[config.mk]
export PLATFORM = sky130hd
export DESIGN_NAME = des_thresh
export DESIGN_NICKNAME = d
export VERILOG_FILES = /design/src/sv/des_pkg.sv /design/src/sv/des_thresh.sv
export SDC_FILE = /design/constraint.sdc
export NUM_CORES = 2
export LEC_CHECK = 0
export ABC_AREA = 1
export BUFFER_PORTS_ARGS = -buffer_cell sky130_fd_sc_hd__buf_4
export CELL_PAD_IN_SITES_DETAIL_PLACEMENT = 1
export CELL_PAD_IN_SITES_GLOBAL_PLACEMENT = 2
export CORE_AREA = 2 2 286 288
export CTS_CLUSTER_DIAMETER = 80
export CTS_CLUSTER_SIZE = 40
export DETAILED_ROUTE_END_ITERATION = 8
export DIE_AREA = 0 0 288 290
export GPL_TIMING_DRIVEN = 1
export PLACE_DENSITY_LB_ADDON = 0.2
export SLEW_MARGIN = 25
export SYNTH_ARGS = -nofsm -noshare
export SYNTH_HDL_FRONTEND = slang
export SYNTH_SLANG_ARGS = --single-unit
[constraint.sdc]
create_clock -name clk_i -period 18.13 [get_ports clk_i]
set_input_delay 1.813 -clock clk_i [delete_from_list [all_inputs] [get_ports clk_i]]
set_output_delay 1.813 -clock clk_i [all_outputs]
set_load 0.1 [all_outputs]
[src/sv/des_pkg.sv]
// ----------------------------------------------------------------------------
// des_pkg
// Shared types and constants of the discrete energy sampler.
// ----------------------------------------------------------------------------
`default_nettype none

package des_pkg;

  localparam int unsigned DEF_MAX_ENTRIES = 256;
  localparam int unsigned ENERGY_W        = 32;
  localparam int unsigned WEIGHT_W        = 23;
  localparam int unsigned FRAC_W          = 32;

  typedef enum logic [1:0] {
    FUNC_CLEAR  = 2'd0,
    FUNC_LOAD   = 2'd1,
    FUNC_SAMPLE = 2'd2
  } func_e;

  typedef struct packed {
    func_e               func;
    logic [ENERGY_W-1:0] line_energy;
    logic [WEIGHT_W-1:0] line_intensity;
    logic [FRAC_W-1:0]   uniform_fraction;
  } in_t;

  typedef struct packed {
    logic [ENERGY_W-1:0] sampled_energy;
    logic                found;
  } out_t;

  // One table entry as held in the line store
  typedef struct packed {
    logic [ENERGY_W-1:0] energy;
    logic [WEIGHT_W-1:0] weight;
  } line_t;

endpackage

`default_nettype wire

[src/sv/des_thresh.sv]
// ----------------------------------------------------------------------------
// des_thresh
// Sample threshold: floor(u * total / 2^32), registered.
// ----------------------------------------------------------------------------
`default_nettype none

module des_thresh #(
  parameter int unsigned MaxEntries = des_pkg::DEF_MAX_ENTRIES
) (
  input  logic                                                   clk_i,
  input  logic                                                   en_i,
  input  logic [des_pkg::FRAC_W-1:0]                             frac_i,
  input  logic [des_pkg::WEIGHT_W+$clog2(MaxEntries)-1:0]        total_i,
  output logic [des_pkg::WEIGHT_W+$clog2(MaxEntries)-1:0]        thresh_o
);
  import des_pkg::*;

  localparam int unsigned TotW  = WEIGHT_W + $clog2(MaxEntries);
  localparam int unsigned ProdW = FRAC_W + TotW;

  logic [ProdW-1:0] prod;
  logic [TotW-1:0]  thresh_q;

  assign prod = ProdW'(frac_i) * ProdW'(total_i);

  always_ff @(posedge clk_i) begin
    if (en_i) begin
      thresh_q <= prod[FRAC_W +: TotW];
    end
  end

  assign thresh_o = thresh_q;

endmodule

`default_nettype wire

# Yosys cells after proc, flatten, opt, wreduce, memory -nomap -nowiden
# Index checks and enable logic that the tools add are counted.
[totals] elab_cells=2 out_inout_bits=31 register_bits=31 in_bits=65
[classes] n_mul=1
[op_table] operator="$mul A32 B31 Y63" count=1

# Longest topological paths before layout
[logic_depth] ltp_word=1 depth_mapped=30 ltp_nobuf=29

# Worst setup path before layout
# Ideal clock, no wire load.
[synth_timing] path_type="in2reg" start="input frac_i[25] (netlist name)" end="register thresh_q[26] (netlist: thresh_o[26]), data pin" path_stages=26 required_time_ns=17.878 arrival_ns=7.467 n_path_buf=1 path_slack_ns=10.410 setup_time_ns=0.252 cell_sequence="buf_1 nand2_1 inv_1 fa_1 fa_1 inv_1 fa_1 fa_1 inv_1 fa_1 fa_1 fa_1 inv_1 fa_1 inv_1 ha_1 nand2_1 inv_1 a21oi_1 o21ai_1 a21oi_1 nor2_1 nor2_1 nand2_1 nand2_1 nand2_1"
[synth_via] elab_chain_len=1
[synth_lines] item="start, declared" line="des_thresh.sv:12" rtl="input logic [des_pkg::FRAC_W-1:0] frac_i,"
[synth_lines] item="$mul A32 B31 Y63" line="des_thresh.sv:24" rtl="assign prod = ProdW'(frac_i) * ProdW'(total_i);"
[synth_lines] item="net prod[58]" line="des_thresh.sv:21" rtl="logic [ProdW-1:0] prod;"
[synth_lines] item="end signal, assigned" line="des_thresh.sv:28" rtl="thresh_q <= prod[FRAC_W +: TotW];"
[synth_lines] item="end, declared" line="des_thresh.sv:22" rtl="logic [TotW-1:0] thresh_q;"
# The timed path passes the listed nets, and every way through them passes these cells.
# A chain may end at the register's enable or synchronous reset.

# Worst setup path in the final report
[layout_timing] start="input total_i[8] (netlist name)" end="register thresh_q[22] (netlist: thresh_o[22]), data pin"
[layout_via] elab_chain_len=1
[layout_lines] item="start, declared" line="des_thresh.sv:13" rtl="input logic [des_pkg::WEIGHT_W+$clog2(MaxEntries)-1:0] total_i,"
[layout_lines] item="$mul A32 B31 Y63" line="des_thresh.sv:24"
[layout_lines] item="net prod[54]" line="des_thresh.sv:21"
# The timed path passes the listed nets, and every way through them passes these cells.

==> out/qor.csv <==
metric,value,unit
status,"finished, final reports clean",
CP arrival,8.53,ns
GR peak layer,met2,
Area Overhead vs Synth,4.32,%
# IOs,96,
Slew HR,63.9,%
Mapped Avg Cell Area,7.66,µm²
htree depth,2,
min cycle time layout,8.49,ns
CP cell instances,buf_4 > nand2_1 > inv_1 > fa_1 > fa_1 > inv_1 > fa_1 > fa_1 > inv_1 > fa_1 > fa_1 > fa_1 > fa_1 > ha_1 > nand2_1 > nand2_1 > a21oi_1 > o21ai_0 > a21oi_1 > nor2_1 > nor2_1 > nand2_1 > nand2_1 > nand2_1,
fill cell count,10100,
number of synthesized register bits,31,
CP max-delay cell,fa_1,
hpwl dp,91200,µm
CP Launch Type,input pin,
Yosys top cell by area,fa_1,
warnings from Yosys,0,
vias in the first global route,30300,
Critical Path Stages,24,
Hold WC Path Type,input pin to register,
post-synth top area share,50.4,%
Vias,26600,
total negative slack,0,ns
Die Footprint,83500,µm²
Post-Route WL,107000,µm
max FFs per register,31,
MaxCap Viol Count,0,
critical path launch point,total_i[8],
clk sinks,31,
DRC,0,
CTS root buffer,clkbuf_16,
delay of the slowest critical-path stage,0.62,ns
TritonRoute pass-1 iters,5,
largest cells by area after synthesis,"fa_1, inv_1, nand2_1",
fmax,118,MHz
RSZ-0062 raised after global routing,false,
CP most frequent cell,fa_1,
RePlAce Congestion,0.880,
initial antenna violation count,3,
WP buf/inv,4,
drt via density,4.88,
Congestion Overflow GR,0,
Synth Instances,4486,
Post-CTS Setup Bufs,0,
sequential share of the synthesized area,2.71,%
Mapped Area,34400,µm²
Final Hold Vio Count,0,
Critical Path End,thresh_o[22],
die height,290,µm
clk buf depth,2,
crit end category,register,
met2 Use GR,44.9,%
Avg WL per Cell,19.5,µm
Die Wd,288,µm
cell family with most CP delay,adder cells,
cell row count,104,
Nets,5583,
"EDFF count, synth",31,
largest net degree at the start of global routing,33,
core box area,80200,µm²
Final Max Tran Viols,0,
Syn Nets,5669,
Hold Buf Count CTS,0,
Post-CTS Resized,0,
initial DRC count,1286,
grt met3 use,3.71,%
Crit Path Category,input pin to register,
fraction of layout cells with a size suffix above 1,2.82,%
met1 global-route usage,37.7,%
Num CTS Buffers,5,
final setup violation count,0,
Worst-Margin Slew,0.542,ns
PortBufs,95,
antenna-violating nets left,0,
"Max FO, Critical Path",32,
most common cell in the netlist,inv_1,
CTS clock-pin slew for the worst setup and hold paths,0.06,ns
fin crit share,46.8,%
commonest cells in the netlist,"inv_1, nand2_1, fa_1",
CTS tree,done,
Initial Util,42.9,%
async set-or-reset flop fraction in the synthesized netlist,0,%
total track usage,26.8,%
CP required,18.17,ns
Netlist cell types,29,
Main synth FF type,edfxtp_1,
first-pass GRT wire length,173000,µm
-- through the flow --
| step | instance area (µm²) | cells | setup WS (ns) | hold slack [ns] | utilization, % |
|---|---|---|---|---|---|
| after floorplan | 34400 | 4486 | 10.41 | 1.93 | - |
| after detailed placement | 35700 | 5453 | 9.35 | 2.31 | 44.5 |
| after CTS | 35900 | 5461 | 9.61 | 2.01 | 44.7 |
| after global routing | 35900 | 5461 | 9.32 | 2.03 | 44.7 |
| after global placement | 35700 | 5453 | 9.31 | 2.31 | 44.5 |
| final | 35900 | 5462 | 9.64 | 2.01 | 44.7 |
-- cells by family after synthesis --
kind of cell,share of synthesized area [%]
and+or+nand+nor,17.2
xor gates and xnor gates,0.229
AOI/OAI and AO/OA,2.34
adders and majority gates,59.6
buffers and inverters,18.0
DFF,2.71
-- worst min path at each step --
| stage | start | endpoint | slack (ns) | cells past startpoint |
|---|---|---|---|---|
| after floorplan | en_i | thresh_o[0] | 1.93 | 0 |
| after global placement | en_i | thresh_o[14] | 2.31 | 1 |
| after detailed placement | en_i | thresh_o[14] | 2.31 | 1 |
| after CTS | en_i | thresh_o[26] | 2.01 | 1 |
| after global routing | en_i | thresh_o[14] | 2.03 | 1 |
| final | en_i | thresh_o[14] | 2.01 | 1 |
-- per-layer routing --
layer	wire length [µm]	vias to the layer above	share of wire (%)
met5	21	-	0.020
met4	1720	4	1.6
met3	5410	91	5.1
met2	51200	512	48
met1	48200	13800	45
li1	-	12200	-
-- layout make-up --
cell class / count / area (µm²) / share of cell area, %
well taps: 1060 / 1330 / 3.70
clock buffers: 5 / 125 / 0.349
clock inverters: 3 / 20.0 / 0.0558
inverters: 1455 / 5460 / 15.2
repair buffers: 96 / 721 / 2.01
diodes: 1 / 2.50 / 0.00698
flip-flops and latches: 31 / 931 / 2.60
multi-input cells: 2811 / 27300 / 76.1
-- cell usage in the layout (no fill, tap or decap), drive strengths merged, types with 7 or more instances in the layout --
| master | n |
|---|---|
| a21oi | 86 |
| buf | 96 |
| edfxtp | 31 |
| fa | 865 |
| ha | 253 |
| inv | 1454 |
| nand2 | 1307 |
| nand3 | 60 |
| nand4 | 7 |
| nor2 | 143 |
| nor3 | 8 |
| o21ai | 49 |
| o21bai | 8 |
| xor2 | 7 |
Power is left out: the tool's default activity adds up to more than one toggle a clock period on the data nets, which glitch-free logic cannot reach.
